--- config.mk ---
export PLATFORM = sky130hd
export DESIGN_NAME = image_header_crc_verifier
export DESIGN_NICKNAME = d
export VERILOG_FILES = /design/src/rtl/ihcv_pkg.sv /design/src/rtl/ihcv_apb_regs.sv /design/src/rtl/ihcv_check.sv /design/src/rtl/image_header_crc_verifier.sv
export SDC_FILE = /design/constraint.sdc
export NUM_CORES = 1
export LEC_CHECK = 0
export ABC_AREA = 1
export BUFFER_PORTS_ARGS = -buffer_cell sky130_fd_sc_hd__buf_2
export CORE_MARGIN = 1.5
export CORE_UTILIZATION = 56
export CTS_CLUSTER_DIAMETER = 150
export CTS_CLUSTER_SIZE = 28
export DETAILED_ROUTE_END_ITERATION = 7
export PLACE_DENSITY = 0.87
export SETUP_SLACK_MARGIN = 0.1
export SYNTH_ARGS = -nofsm -noshare
export SYNTH_HDL_FRONTEND = slang
export SYNTH_SLANG_ARGS = --single-unit
--- constraint.sdc ---
create_clock -name clk_i -period 7.46 [get_ports clk_i]
set_input_delay 0.373 -clock clk_i [delete_from_list [all_inputs] [get_ports clk_i]]
set_output_delay 0.373 -clock clk_i [all_outputs]
set_load 0.005 [all_outputs]
--- src/rtl/ihcv_pkg.sv ---
// shared types, constants and the crc-32/mpeg-2 word update for the image header crc verifier
// no dependencies
`default_nettype none

package ihcv_pkg;

  // header length in words and width of the image size field
  localparam int HEADER_WORDS = 10;
  localparam int SIZE_BITS    = 24;
  localparam int IDX_W        = SIZE_BITS - 1;
  localparam int LIMIT_W      = 24;
  localparam int ADDR_W       = 3;

  localparam logic [31:0] CRC_POLY = 32'h04C1_1DB7;
  localparam logic [31:0] ALL_ONES = 32'hFFFF_FFFF;

  // largest size value that fits the size field
  localparam logic [31:0] SIZE_MASK = 32'((64'd1 << SIZE_BITS) - 64'd1);

  // header word positions with special meaning
  localparam logic [IDX_W-1:0] IDX_STORED_CRC = IDX_W'(2);
  localparam logic [IDX_W-1:0] IDX_SIZE       = IDX_W'(3);
  localparam logic [IDX_W-1:0] IDX_HDR_WORDS  = IDX_W'(HEADER_WORDS);
  localparam logic [SIZE_BITS-1:0] HDR_BYTES  = SIZE_BITS'(4 * HEADER_WORDS);

  // register selects, decoded from paddr bit 2
  localparam logic REG_MAGIC = 1'b0;
  localparam logic REG_LIMIT = 1'b1;

  localparam logic [LIMIT_W-1:0] LIMIT_RESET = LIMIT_W'(114688);

  typedef enum logic [1:0] {
    ST_OK      = 2'd0,
    ST_CRC_BAD = 2'd1,
    ST_HDR_BAD = 2'd2
  } status_e;

  typedef struct packed {
    logic [31:0]        magic;
    logic [LIMIT_W-1:0] limit;
  } cfg_t;

  typedef struct packed {
    status_e     status;
    logic [31:0] crc;
  } result_t;

  // one 32-bit word into a non-reflected crc-32, msb first
  function automatic logic [31:0] crc32_word(input logic [31:0] crc, input logic [31:0] word);
    logic [31:0] c;
    c = crc ^ word;
    for (int b = 0; b < 32; b++) begin
      c = c[31] ? ((c << 1) ^ CRC_POLY) : (c << 1);
    end
    return c;
  endfunction

endpackage

`default_nettype wire

--- src/rtl/ihcv_apb_regs.sv ---
// apb configuration registers: expected magic and size limit
// depends on ihcv_pkg
`default_nettype none

module ihcv_apb_regs import ihcv_pkg::*; (
  input  wire logic              clk_i,
  input  wire logic              rst_ni,
  input  wire logic              psel,
  input  wire logic              penable,
  input  wire logic              pwrite,
  input  wire logic [ADDR_W-1:0] paddr,
  input  wire logic [31:0]       pwdata,
  output logic      [31:0]       prdata,
  output logic                   pready,
  output cfg_t                   cfg_o
);

  logic [31:0]        magic_q;
  logic [LIMIT_W-1:0] limit_q;
  logic               wr_en;

  assign pready = 1'b1;
  assign wr_en  = psel & penable & pwrite;

  always_ff @(posedge clk_i or negedge rst_ni) begin
    if (!rst_ni) begin
      magic_q <= '0;
      limit_q <= LIMIT_RESET;
    end else if (wr_en) begin
      case (paddr[2])
        REG_MAGIC: magic_q <= pwdata;
        REG_LIMIT: limit_q <= pwdata[LIMIT_W-1:0];
        default:   magic_q <= magic_q;
      endcase
    end
  end

  always_comb begin
    case (paddr[2])
      REG_MAGIC: prdata = magic_q;
      REG_LIMIT: prdata = 32'(limit_q);
      default:   prdata = '0;
    endcase
  end

  assign cfg_o.magic = magic_q;
  assign cfg_o.limit = limit_q;

endmodule

`default_nettype wire

--- src/rtl/ihcv_check.sv ---
// check state and per-word update: header capture, crc update, end-of-image decision
// depends on ihcv_pkg
`default_nettype none

module ihcv_check import ihcv_pkg::*; (
  input  wire logic        clk_i,
  input  wire logic        rst_ni,
  input  wire logic        step_i,
  input  wire logic [31:0] word_i,
  input  wire logic        first_i,
  input  wire cfg_t        cfg_i,
  output logic             res_valid_o,
  output result_t          res_o
);

  logic [31:0]          crc_q, crc_d;
  logic [31:0]          stored_q, stored_d;
  logic [SIZE_BITS-1:0] bytes_q, bytes_d;
  logic [IDX_W-1:0]     idx_q, idx_d;
  logic                 magic_bad_q, magic_bad_d;
  logic                 active_q, active_d;

  // state after a possible restart
  logic [31:0]          crc_b, stored_b;
  logic [SIZE_BITS-1:0] bytes_b;
  logic [IDX_W-1:0]     idx_b;
  logic                 magic_bad_b, active_b;

  logic [31:0]          feed;
  logic [SIZE_BITS-1:0] size_clamp;
  logic [SIZE_BITS-1:0] body_words;
  logic [SIZE_BITS-1:0] body_done;
  logic                 hdr_bad;

  always_comb begin
    if (first_i) begin
      crc_b       = ALL_ONES;
      stored_b    = '0;
      bytes_b     = '0;
      idx_b       = '0;
      magic_bad_b = (word_i != cfg_i.magic);
      active_b    = 1'b1;
    end else begin
      crc_b       = crc_q;
      stored_b    = stored_q;
      bytes_b     = bytes_q;
      idx_b       = idx_q;
      magic_bad_b = magic_bad_q;
      active_b    = active_q;
    end
  end

  assign size_clamp = (word_i > SIZE_MASK) ? SIZE_MASK[SIZE_BITS-1:0]
                                           : word_i[SIZE_BITS-1:0];

  always_comb begin
    crc_d       = crc_q;
    stored_d    = stored_q;
    bytes_d     = bytes_q;
    idx_d       = idx_q;
    magic_bad_d = magic_bad_q;
    active_d    = active_q;
    res_valid_o = 1'b0;
    res_o       = '{status: ST_OK, crc: 32'd0};
    feed        = word_i;
    body_words  = '0;
    body_done   = '0;
    hdr_bad     = 1'b0;

    if (step_i) begin
      crc_d       = crc_b;
      stored_d    = stored_b;
      bytes_d     = bytes_b;
      idx_d       = idx_b;
      magic_bad_d = magic_bad_b;
      active_d    = active_b;

      if (active_b) begin
        if (idx_b < IDX_HDR_WORDS) begin
          // stored crc and size words enter the crc as all ones
          if (idx_b == IDX_STORED_CRC) begin
            stored_d = word_i;
            feed     = ALL_ONES;
          end else if (idx_b == IDX_SIZE) begin
            bytes_d = size_clamp;
            feed    = ALL_ONES;
          end
        end
        crc_d = crc32_word(crc_b, feed);
        idx_d = idx_b + IDX_W'(1);

        body_words = (bytes_d - HDR_BYTES) >> 2;
        body_done  = SIZE_BITS'(idx_d - IDX_HDR_WORDS);
        hdr_bad    = magic_bad_d || (32'(bytes_d) >= 32'(cfg_i.limit)) ||
                     (bytes_d < HDR_BYTES);

        if (idx_b < IDX_HDR_WORDS) begin
          if (idx_d == IDX_HDR_WORDS) begin
            if (hdr_bad) begin
              res_valid_o = 1'b1;
              res_o       = '{status: ST_HDR_BAD, crc: 32'd0};
              active_d    = 1'b0;
            end else if (body_words == '0) begin
              res_valid_o = 1'b1;
              res_o       = '{status: (crc_d == stored_d) ? ST_OK : ST_CRC_BAD, crc: crc_d};
              active_d    = 1'b0;
            end
          end
        end else if (body_done >= body_words) begin
          res_valid_o = 1'b1;
          res_o       = '{status: (crc_d == stored_d) ? ST_OK : ST_CRC_BAD, crc: crc_d};
          active_d    = 1'b0;
        end
      end
    end
  end

  always_ff @(posedge clk_i or negedge rst_ni) begin
    if (!rst_ni) begin
      crc_q       <= ALL_ONES;
      stored_q    <= '0;
      bytes_q     <= '0;
      idx_q       <= '0;
      magic_bad_q <= 1'b0;
      active_q    <= 1'b0;
    end else begin
      crc_q       <= crc_d;
      stored_q    <= stored_d;
      bytes_q     <= bytes_d;
      idx_q       <= idx_d;
      magic_bad_q <= magic_bad_d;
      active_q    <= active_d;
    end
  end

endmodule

`default_nettype wire

--- src/rtl/image_header_crc_verifier.sv ---
// top level of the image header crc verifier: input register, check core, result register
// depends on ihcv_pkg, ihcv_apb_regs, ihcv_check
//
//   channel | direction | handshake                 | payload
//   --------+-----------+---------------------------+------------------------------
//   in      | sink      | in_valid_i / in_ready_o   | image_word_i, first_word_i
//   out     | source    | out_valid_o / out_ready_i | status_o, computed_crc_o
//   apb     | slave     | psel, penable, pwrite     | paddr, pwdata, prdata
//
// one beat per cycle while the result register is not stalled; an input beat passes the
// input register, then the 32-bit parallel crc update into the result register
// at most one result beat per input beat, after the last header word or last body word
// a stalled result register holds its beat while the input register still takes one more
// async active-low reset leaves the check idle with the crc preset to all ones
`default_nettype none

module image_header_crc_verifier import ihcv_pkg::*; (
  input  wire logic              clk_i,
  input  wire logic              rst_ni,
  // input beats
  input  wire logic              in_valid_i,
  output logic                   in_ready_o,
  input  wire logic [31:0]       image_word_i,
  input  wire logic              first_word_i,
  // result beats
  output logic                   out_valid_o,
  input  wire logic              out_ready_i,
  output logic      [1:0]        status_o,
  output logic      [31:0]       computed_crc_o,
  // configuration
  input  wire logic              psel,
  input  wire logic              penable,
  input  wire logic              pwrite,
  input  wire logic [ADDR_W-1:0] paddr,
  input  wire logic [31:0]       pwdata,
  output logic      [31:0]       prdata,
  output logic                   pready
);

  cfg_t        cfg;
  logic        in_vld_q;
  logic [31:0] word_q;
  logic        first_q;
  logic        out_vld_q;
  result_t     out_q;
  logic        advance;
  logic        res_valid;
  result_t     res;

  ihcv_apb_regs u_regs (
    .clk_i   (clk_i),
    .rst_ni  (rst_ni),
    .psel    (psel),
    .penable (penable),
    .pwrite  (pwrite),
    .paddr   (paddr),
    .pwdata  (pwdata),
    .prdata  (prdata),
    .pready  (pready),
    .cfg_o   (cfg)
  );

  // the held beat moves on when the result register is empty or being drained
  assign advance    = in_vld_q & (~out_vld_q | out_ready_i);
  assign in_ready_o = ~in_vld_q | advance;

  // input register
  always_ff @(posedge clk_i or negedge rst_ni) begin
    if (!rst_ni) begin
      in_vld_q <= 1'b0;
    end else if (in_ready_o) begin
      in_vld_q <= in_valid_i;
    end
  end

  always_ff @(posedge clk_i) begin
    if (in_valid_i && in_ready_o) begin
      word_q  <= image_word_i;
      first_q <= first_word_i;
    end
  end

  // header capture, crc update and the end-of-image decision
  ihcv_check u_check (
    .clk_i       (clk_i),
    .rst_ni      (rst_ni),
    .step_i      (advance),
    .word_i      (word_q),
    .first_i     (first_q),
    .cfg_i       (cfg),
    .res_valid_o (res_valid),
    .res_o       (res)
  );

  // result register, loaded only by a beat that yields a result
  always_ff @(posedge clk_i or negedge rst_ni) begin
    if (!rst_ni) begin
      out_vld_q <= 1'b0;
    end else if (advance) begin
      out_vld_q <= res_valid;
    end else if (out_ready_i) begin
      out_vld_q <= 1'b0;
    end
  end

  always_ff @(posedge clk_i) begin
    if (advance && res_valid) begin
      out_q <= res;
    end
  end

  assign out_valid_o    = out_vld_q;
  assign status_o       = out_q.status;
  assign computed_crc_o = out_q.crc;

endmodule

`default_nettype wire
# Word level (Yosys, flattened, before mapping)
# Cells that the tools add are included.
# word_totals
reg_bits,238
in_bits,75
out_inout_bits,69
elab_cells,156
# classes
n_addsub,3
magnitude_cmp,5
n_eq_ne,5
muxes,79
bitwise_logic,41
reduce_logical,9
# ops
operator,count
$mux W27,32
$not A14 Y14,32
$mux W32,13
$mux W24,8
$mux W34,3
$mux W33,2
$pmux W32 S2,1
$eq A23 B2 Y1 const B,2
$mux W23,2
$eq A32 B32 Y1,1
$gt A32 B24 Y1 const B,1
$ne A32 B32 Y1,1
$xor A32 B32 Y32,1
$ge A24 B22 Y1,1
$ge A24 B24 Y1,1
$logic_not A24 Y1,1
$lt A24 B6 Y1 const B,1
$sub A23 B4 Y24 const B,1
$sub A24 B6 Y24 const B,1
$add A23 B1 Y23 const B,1
$eq A23 B4 Y1 const B,1
$lt A23 B4 Y1 const B,1
$mux W1,18
$reduce_and A2 Y1,3
other kinds (6),13

# Depth between registers and ports, before layout
# Gate-level depths: netlist of run 1.
# logic_depth
word_depth,78
mapped_depth,45
ltp_nobuf,40

# Hierarchy
# A second synthesis of run 1 with hierarchy kept.
# hier_totals
cells_unflattened,3093
area_unflattened_um2,20080.5
# modules_own_cells
module,instances,cells_per_inst,area_per_inst_um2,seq_area_each_um2
ihcv_check,1,2668,15348.5,2867.8
ihcv_apb_regs,1,343,2613.8,1405.1
image_header_crc_verifier,1,82,2118.3,2062.0

# Least setup slack after synthesis of run 1
# No wires, ideal clock.
# synth_path
path_type,register to register
startpoint,reg first_q
endpoint,"reg out_q, in the netlist computed_crc_o[0], enable pin"
setup_time_ns,0.425
arrival_time_ns,6.563
t_required_ns,7.035
slack_ns,0.472
path_stages_with_launch,41
path_buffers,7
synth_period_minus_slack_ns,6.988
cell_sequence,edfxtp_1 > buf_6 > buf_6 > buf_6 > buf_6 > buf_2 > nor2_1 > ha_1 > nand3_1 > nor2_2 > nand3_2 > buf_6 > nor2_1 > buf_2 > nand3_1 > o21ai_0 > ha_1 > inv_1 > [5 not listed] > inv_1 > nor2_1 > xor2_1 > inv_1 > ha_1 > nand2_1 > nor2_1 > a211oi_1 > o21ai_0 > nand3_1 > a311o_1 > o211ai_1 > nand3_1 > nand3_1 > nor2_1 > nand2_1 > nand2_1 > nor2_1
# synth_via
elab_chain_len,16
word_cells_on_any_way,30
cone_classes,add/sub (3); order compare (4); eq/ne (3); mux (16); reduce/logical (4)
# synth_lines
item,line_no,source
from (decl),image_header_crc_verifier.sv:43,logic first_q;
from (signal assigned),image_header_crc_verifier.sv:79,first_q <= first_word_i;
"parallel branches: the longest is 13 deep, another holds $sub A24 B6 Y24",-,
$mux W1 (*),ihcv_check.sv:78,if (active_b) begin
$mux W1 (*),ihcv_check.sv:70,if (step_i) begin
$logic_and A1 B1 Y1 (*),image_header_crc_verifier.sv:107,if (advance && res_valid) begin
to (signal assigned),image_header_crc_verifier.sv:108,out_q <= res;
to (decl),image_header_crc_verifier.sv:45,result_t out_q;
# Mark *: on every way between the ends. The select of a mux whose other input is x is not followed.
# A chain may end at the register's enable or synchronous reset.

# Final worst setup path of run 1
# layout_path
startpoint,reg first_q
endpoint,"reg out_q, in the netlist computed_crc_o[18], enable pin"
# Same word-level chain as after synthesis.

==> results of run 1 <==
-- critical path, delay by kind of cell (launching register included) --
family,cells,cell delay [ps]
and+or+nand+nor,21,3410
buffers and inverters,6,940
adders and majority gates,3,770
AOI/OAI and AO/OA,3,660
DFF,1,500
xor gates and xnor gates,1,270
-- final cells by class --
| class | instances | area, sq um |
|---|---|---|
| clock buffer | 19 | 348 |
| clock inverter | 3 | 58.8 |
| fill | 3223 | 13500 |
| inverter | 346 | 1310 |
| multi-input combinational | 2413 | 11700 |
| sequential | 238 | 6330 |
| tap | 455 | 569 |
| timing repair buffer | 161 | 873 |
-- timing repair --
item | CTS | global route
endpoints found under the setup margin | 0 | 34
gates resized for setup | 0 | 2
hold endpoints to repair | 47 | 1
hold buffers | 1 | 1
-- per-layer routing --
layer / wire length [microns] / share of wire
met1: 25100 / 0.40
met2: 26800 / 0.43
met3: 7280 / 0.12
met4: 3430 / 0.055
met5: 0 / 0
-- kinds of logic (layout without fill, tap and decap cells) --
kind of cell,Yosys count,after routing,share of synthesized area
XOR/XNOR,95,95,0.0423
AND/OR/NAND/NOR,1938,1939,0.425
adder cells (fa/ha/maj),51,51,0.0321
AO/OA/AOI/OAI,326,326,0.0886
multiplexers,1,1,0.000567
other,1,1,0.000189
flip-flops,238,238,0.319
buffers and inverters,437,529,0.0923
-- registers in the layout, indices dropped and copies added (netlist names), 2 cells and up --
register,count
computed_crc_o,32
u_check.crc_q,32
u_check.stored_q,32
u_regs.magic_q,32
word_q,32
u_check.bytes_q,24
u_regs.limit_q,24
u_check.idx_q,23
status_o,2
-- synth_stat cells (all sizes together) --
cell and number:
nand2 1383, inv 346, nand3 317, o21ai 245
nor2 160, dfrtp 136, xor2 70, edfxtp 67
clkbuf 56, ha 51, a21oi 43, buf 35
dfstp 35, nand4 25, xnor2 25, nor3 22
nand3b 16, o2111ai 9, o211ai 7, or2 6
nor4 5, o21a 4, a211oi 3, o221ai 3
a21boi 2, a31oi 2, o21bai 2, o22ai 2
a2111oi 1, a311o 1, a31o 1, and3 1
conb 1, mux2 1, nand2b 1, nor3b 1
o31ai 1, or4 1
-- worst paths after layout --
check                                          startpoint                               end  cells after the start
min reg2reg                u_regs.magic_q[18]$_DFFE_PN0P_    u_regs.magic_q[18]$_DFFE_PN0P_                      2
max reg2reg                             first_q$_DFFE_PP_  computed_crc_o[18]$_SDFFCE_PN0P_                     34
min                                      image_word_i[28]              word_q[28]$_DFFE_PP_                      1
max                                     first_q$_DFFE_PP_  computed_crc_o[18]$_SDFFCE_PN0P_                     34
max in group asynchronous                          rst_ni   u_check.stored_q[3]$_DFFE_PN0P_                      3
min in group asynchronous                          rst_ni      u_check.idx_q[9]$_DFFE_PN0P_                      2
-- per-stage QoR --
step | utilization | std cells | hold WS (ps) | setup slack (ps)
after CTS | 0.610 | 3633 | 0.932 | 482
after global placement | 0.598 | 3610 | 465 | 637
final | 0.611 | 3635 | 20.4 | 596
after floorplan | - | 3087 | 77.4 | 472
after global routing | 0.611 | 3635 | 11.3 | 162
after detailed placement | 0.598 | 3610 | 472 | 563
==> flow_summary.ini, run 1 <==
[finish]
final_area_sq_um = 21200
final_nets = 3299
antenna_cells = 0
final_cell_mix = 1271 x nand2_1, 329 x inv_1, 291 x nand3_1
final_common_cell = nand2_1
area_delta_synth_final_pct = 6.80
drive_gt1_frac = 0.122

[drt]
wire_per_inst_microns = 17.2
drt-pass1-iter-count = 6
vias_per_cell = 5.66
ant_nets = 0
drt_iter0_drc = 2678
num_vias = 20600
route.detailed.drc = 0
drt-total-wl_microns = 62600

[cts]
cts_setup_buffers = 0
h-tree-depth = 1
cts_tree = built
worstSkewPairLatency_ps = 540
cts.sink_count = 238
clockBufferDepth = 3
clockRootBuffer = clkbuf_16
cts_buffers = 13
clkSlewWorstSetupHoldPaths_ps = 130

[floorplan]
die-area_sq_um = 36600
initial_utilization = 0.572
rows = 68
die_y_microns = 191
io_pins = 144
coreArea_sq_um = 34700
die_x_microns = 191

[worst_setup_path]
crit_type = flop to flop
crit_path_max_fanout = 29
critPathLaunchType = flop
slowest_delay_ps = 510
cpMostUsedCell = nand2_1
cp_slowest_cell = nor2_4
cp-end-kind = flop
required_ps = 7720
cp.arrival_ps = 7120
r2r_slack_ps = 600

[grt]
busiest_layer = met2
gr-usage-met3 = 0.0615
grt_overflow = 0
grt_max_degree = 121
track_usage = 0.341
grtUsageMet2 = 0.529
grt_antenna_before_repair = 0
grt_pass1_vias = 18300
grt_pass1_wl_microns = 97000
grt_use_met1 = 0.465

[yosys]
yosysUniqueCellTypes = 58
synth.largest_area_cell = nand2_1
synth_top_area_frac = 0.240
syn-num-nets = 3213
yosysWarnings = 0
ys_seq_elements = 238
syn_inst = 3087
synth_area_sq_um = 19900
ys_seq_area_frac = 0.319
ys_top_cells_by_area = nand2_1 24%, dfrtp_1 17%, edfxtp_1 10%, nand3_1 7.3%, inv_1 6.2%
synth.avg_cell_area_sq_um = 6.44

[placed_design]
place_congestion = 1.02
detailed_place_hpwl_microns = 48000
dpl_cell_area_sq_um = 20800
portBuffers = 140

[timing]
fin_crit_sh = 0.920
final.setup_skew_ps = 51.8
setup_tns_ps = 0
period_minus_slack_ps = 6860
finalSetupViolCount = 0
finalHoldViolCount = 0
max_freq_mhz = 146
rsz0062_at_grt = false
worstMarginPinSlew_ps = 1050
drv_slew = 0
relSlewSlack = 0.299

[run_status]
status = complete, no violations

[run]
cap_violations = 0

[worst_hold_path]
worstHoldPathType = input pin to flop
Power of run 1 is left out: the tool's default activity adds up to more than one toggle a clock period on the data nets, which glitch-free logic cannot reach.
==> run 2, diff against run 1 <==
Settings changed: PLACE_DENSITY 0.87 to 0.78, SYNTH_HIERARCHICAL set to 1.
==> flow_summary.ini, run 2 <==
[run_status]
status = complete, no violations

[cts]
clockRootBuffer = clkbuf_16
clockBufferDepth = 3
clkSlewWorstSetupHoldPaths_ps = 120
cts.sink_count = 238
cts_tree = built
worstSkewPairLatency_ps = 520
cts_buffers = 12
h-tree-depth = 1

[worst_setup_path]
crit_type = flop to flop
slowest_delay_ps = 610
r2r-end = computed_crc_o[9]$_DFFE_PP_
cp.arrival_ps = 6910
critPathTopFamily = simple AND/OR/NAND/NOR gates
required_ps = 7690
crit_path_max_fanout = 32
crit_cells = 33
crit_end = computed_crc_o[9]$_DFFE_PP_
cp_slowest_cell = inv_2
startpoint = first_q$_DFFE_PP_
critPathLaunchType = flop
r2r_cells = 33
cp-end-kind = flop
r2r_slack_ps = 780
r2r-start = first_q$_DFFE_PP_
crit_buf_inv = 7

[worst_hold_path]
worstHoldPathType = input pin to flop
hold_depth = 1
hold_start = image_word_i[23]

[timing]
whs_ps = 34.1
worstMarginPinSlew_ps = 1190
fin_crit_sh = 0.895
finalSetupViolCount = 0
relSlewSlack = 0.204
max_freq_mhz = 150
period_minus_slack_ps = 6680
setup_tns_ps = 0
final.setup_skew_ps = 17.0
rsz0062_at_grt = false
finalHoldViolCount = 0
drv_slew = 0

[yosys]
syn_inst = 3093
synth_compound_area_frac = 0.0695
ys_top_cells_by_area = nand2_1 24%, dfrtp_1 17%, edfxtp_1 10%, nand3_1 9.7%, inv_1 5.6%
synthXorXnorAreaFrac = 0.0510
synth_mux_area_frac = 0
synth_enable_flop_cells = 67
synth.largest_area_cell = nand2_1
synth_area_sq_um = 20100
synth_top_area_frac = 0.236
ys_seq_elements = 238
synth.avg_cell_area_sq_um = 6.49
synth_most_common_cell = nand2_1
synth-main-ff-cell = dfrtp_1
yosysUniqueCellTypes = 52
synthAdderAreaFrac = 0.0318
yosysWarnings = 6
synth_simple_gate_area_frac = 0.443
ys_seq_area_frac = 0.315
syn-num-nets = 3219
synth_top_family_by_area = simple AND/OR/NAND/NOR gates
synth_async_sr_flop_share = 0.718
synthTopCellsByCount = 1264 x nand2_1, 389 x nand3_1, 299 x inv_1

[floorplan]
die_y_microns = 192
io_pins = 144
die_x_microns = 192
rows = 69
die-area_sq_um = 37000
coreArea_sq_um = 35400
initial_utilization = 0.567

[grt]
grt_pass1_vias = 19000
grt_use_met1 = 0.477
grtUsageMet2 = 0.621
grt_max_degree = 118
grt_antenna_before_repair = 2
busiest_layer = met2
track_usage = 0.375
grt_overflow = 0
gr-usage-met3 = 0.0376
grt_pass1_wl_microns = 106000

[finish]
fillers = 3333
drive_gt1_frac = 0.126
final_cell_mix = 1264 x nand2_1, 389 x nand3_1, 299 x inv_1
final_common_cell = nand2_1
final_nets = 3303
area_delta_synth_final_pct = 6.30

[drt]
route.detailed.drc = 0
wire_per_inst_microns = 19.1
ant_nets = 0
drt-pass1-iter-count = 6
drt_iter0_drc = 2141
vias_per_cell = 5.73
drt-total-wl_microns = 69700
num_vias = 20900

[run]
cap_violations = 0

[placed_design]
detailed_place_hpwl_microns = 54700
place_congestion = 0.979
portBuffers = 140
## run 2: final cells by class
class | count | area (sq um) | share of cell area
Antenna cell | 2 | 5.00 | 0.000234
Clock buffer | 18 | 344 | 0.0161
Clock inverter | 2 | 20.0 | 0.000938
Inverter | 320 | 1210 | 0.0569
Multi-Input combinational cell | 2444 | 12000 | 0.561
Sequential cell | 238 | 6330 | 0.297
Tap cell | 461 | 577 | 0.0270
Timing Repair Buffer | 161 | 867 | 0.0406
## run 2: kinds of logic (layout without fill, tap and decap cells)
kind of cell	after synthesis	after routing
simple gates	2022	2023
buf+inv	412	501
compound gates	252	252
flops	238	238
xor+xnor	117	117
fa+ha+maj	51	51
other cells	1	3
## run 2: what timing repair did
item	in CTS	in global routing
gates resized for setup	0	1
hold buffers	1	0
buffers inserted	0	0
endpoints found under the hold margin	41	0
endpoints found under the setup margin	0	34
## run 2: stage by stage
stage	utilization	setup WS, ps	cell area, sq um	cells
2_1_floorplan	-	697	20100	3093
3_3_place_gp	0.592	818	21000	3622
3_5_place_dp	0.592	587	21000	3622
4_1_cts	0.603	568	21300	3643
5_1_grt	0.603	214	21300	3644
6_report	0.603	782	21300	3646
## run 2: how the worst min path moves through the flow
stage                                             endpoint
after floorplan                       in_vld_q$_DFFE_PN0P_
after CTS                              word_q[5]$_DFFE_PP_
after detailed placement  u_check/stored_q[10]$_DFFE_PN0P_
final                                 word_q[23]$_DFFE_PP_
after global placement    u_check/stored_q[10]$_DFFE_PN0P_
after global routing                  word_q[13]$_DFFE_PP_
## run 2: worst register-to-register path, delay by kind of cell, from the launching register on
family,cells,cell delay (ps)
xor gates and xnor gates,1,140
and+or+nand+nor,16,2660
AOI/OAI and AO/OA,6,1030
adders and majority gates,3,780
buffers and inverters,7,1360
DFF,1,440
## run 2: metal layers
metal / part of all wire / wire length (microns) / vias to the layer above
met5: 0.00026 / 18 / -
met4: 0.065 / 4510 / 2
met3: 0.076 / 5290 / 199
met2: 0.46 / 32000 / 960
met1: 0.40 / 27900 / 9674
li1: - / - / 10000
Power of run 2 is left out for the same reason.
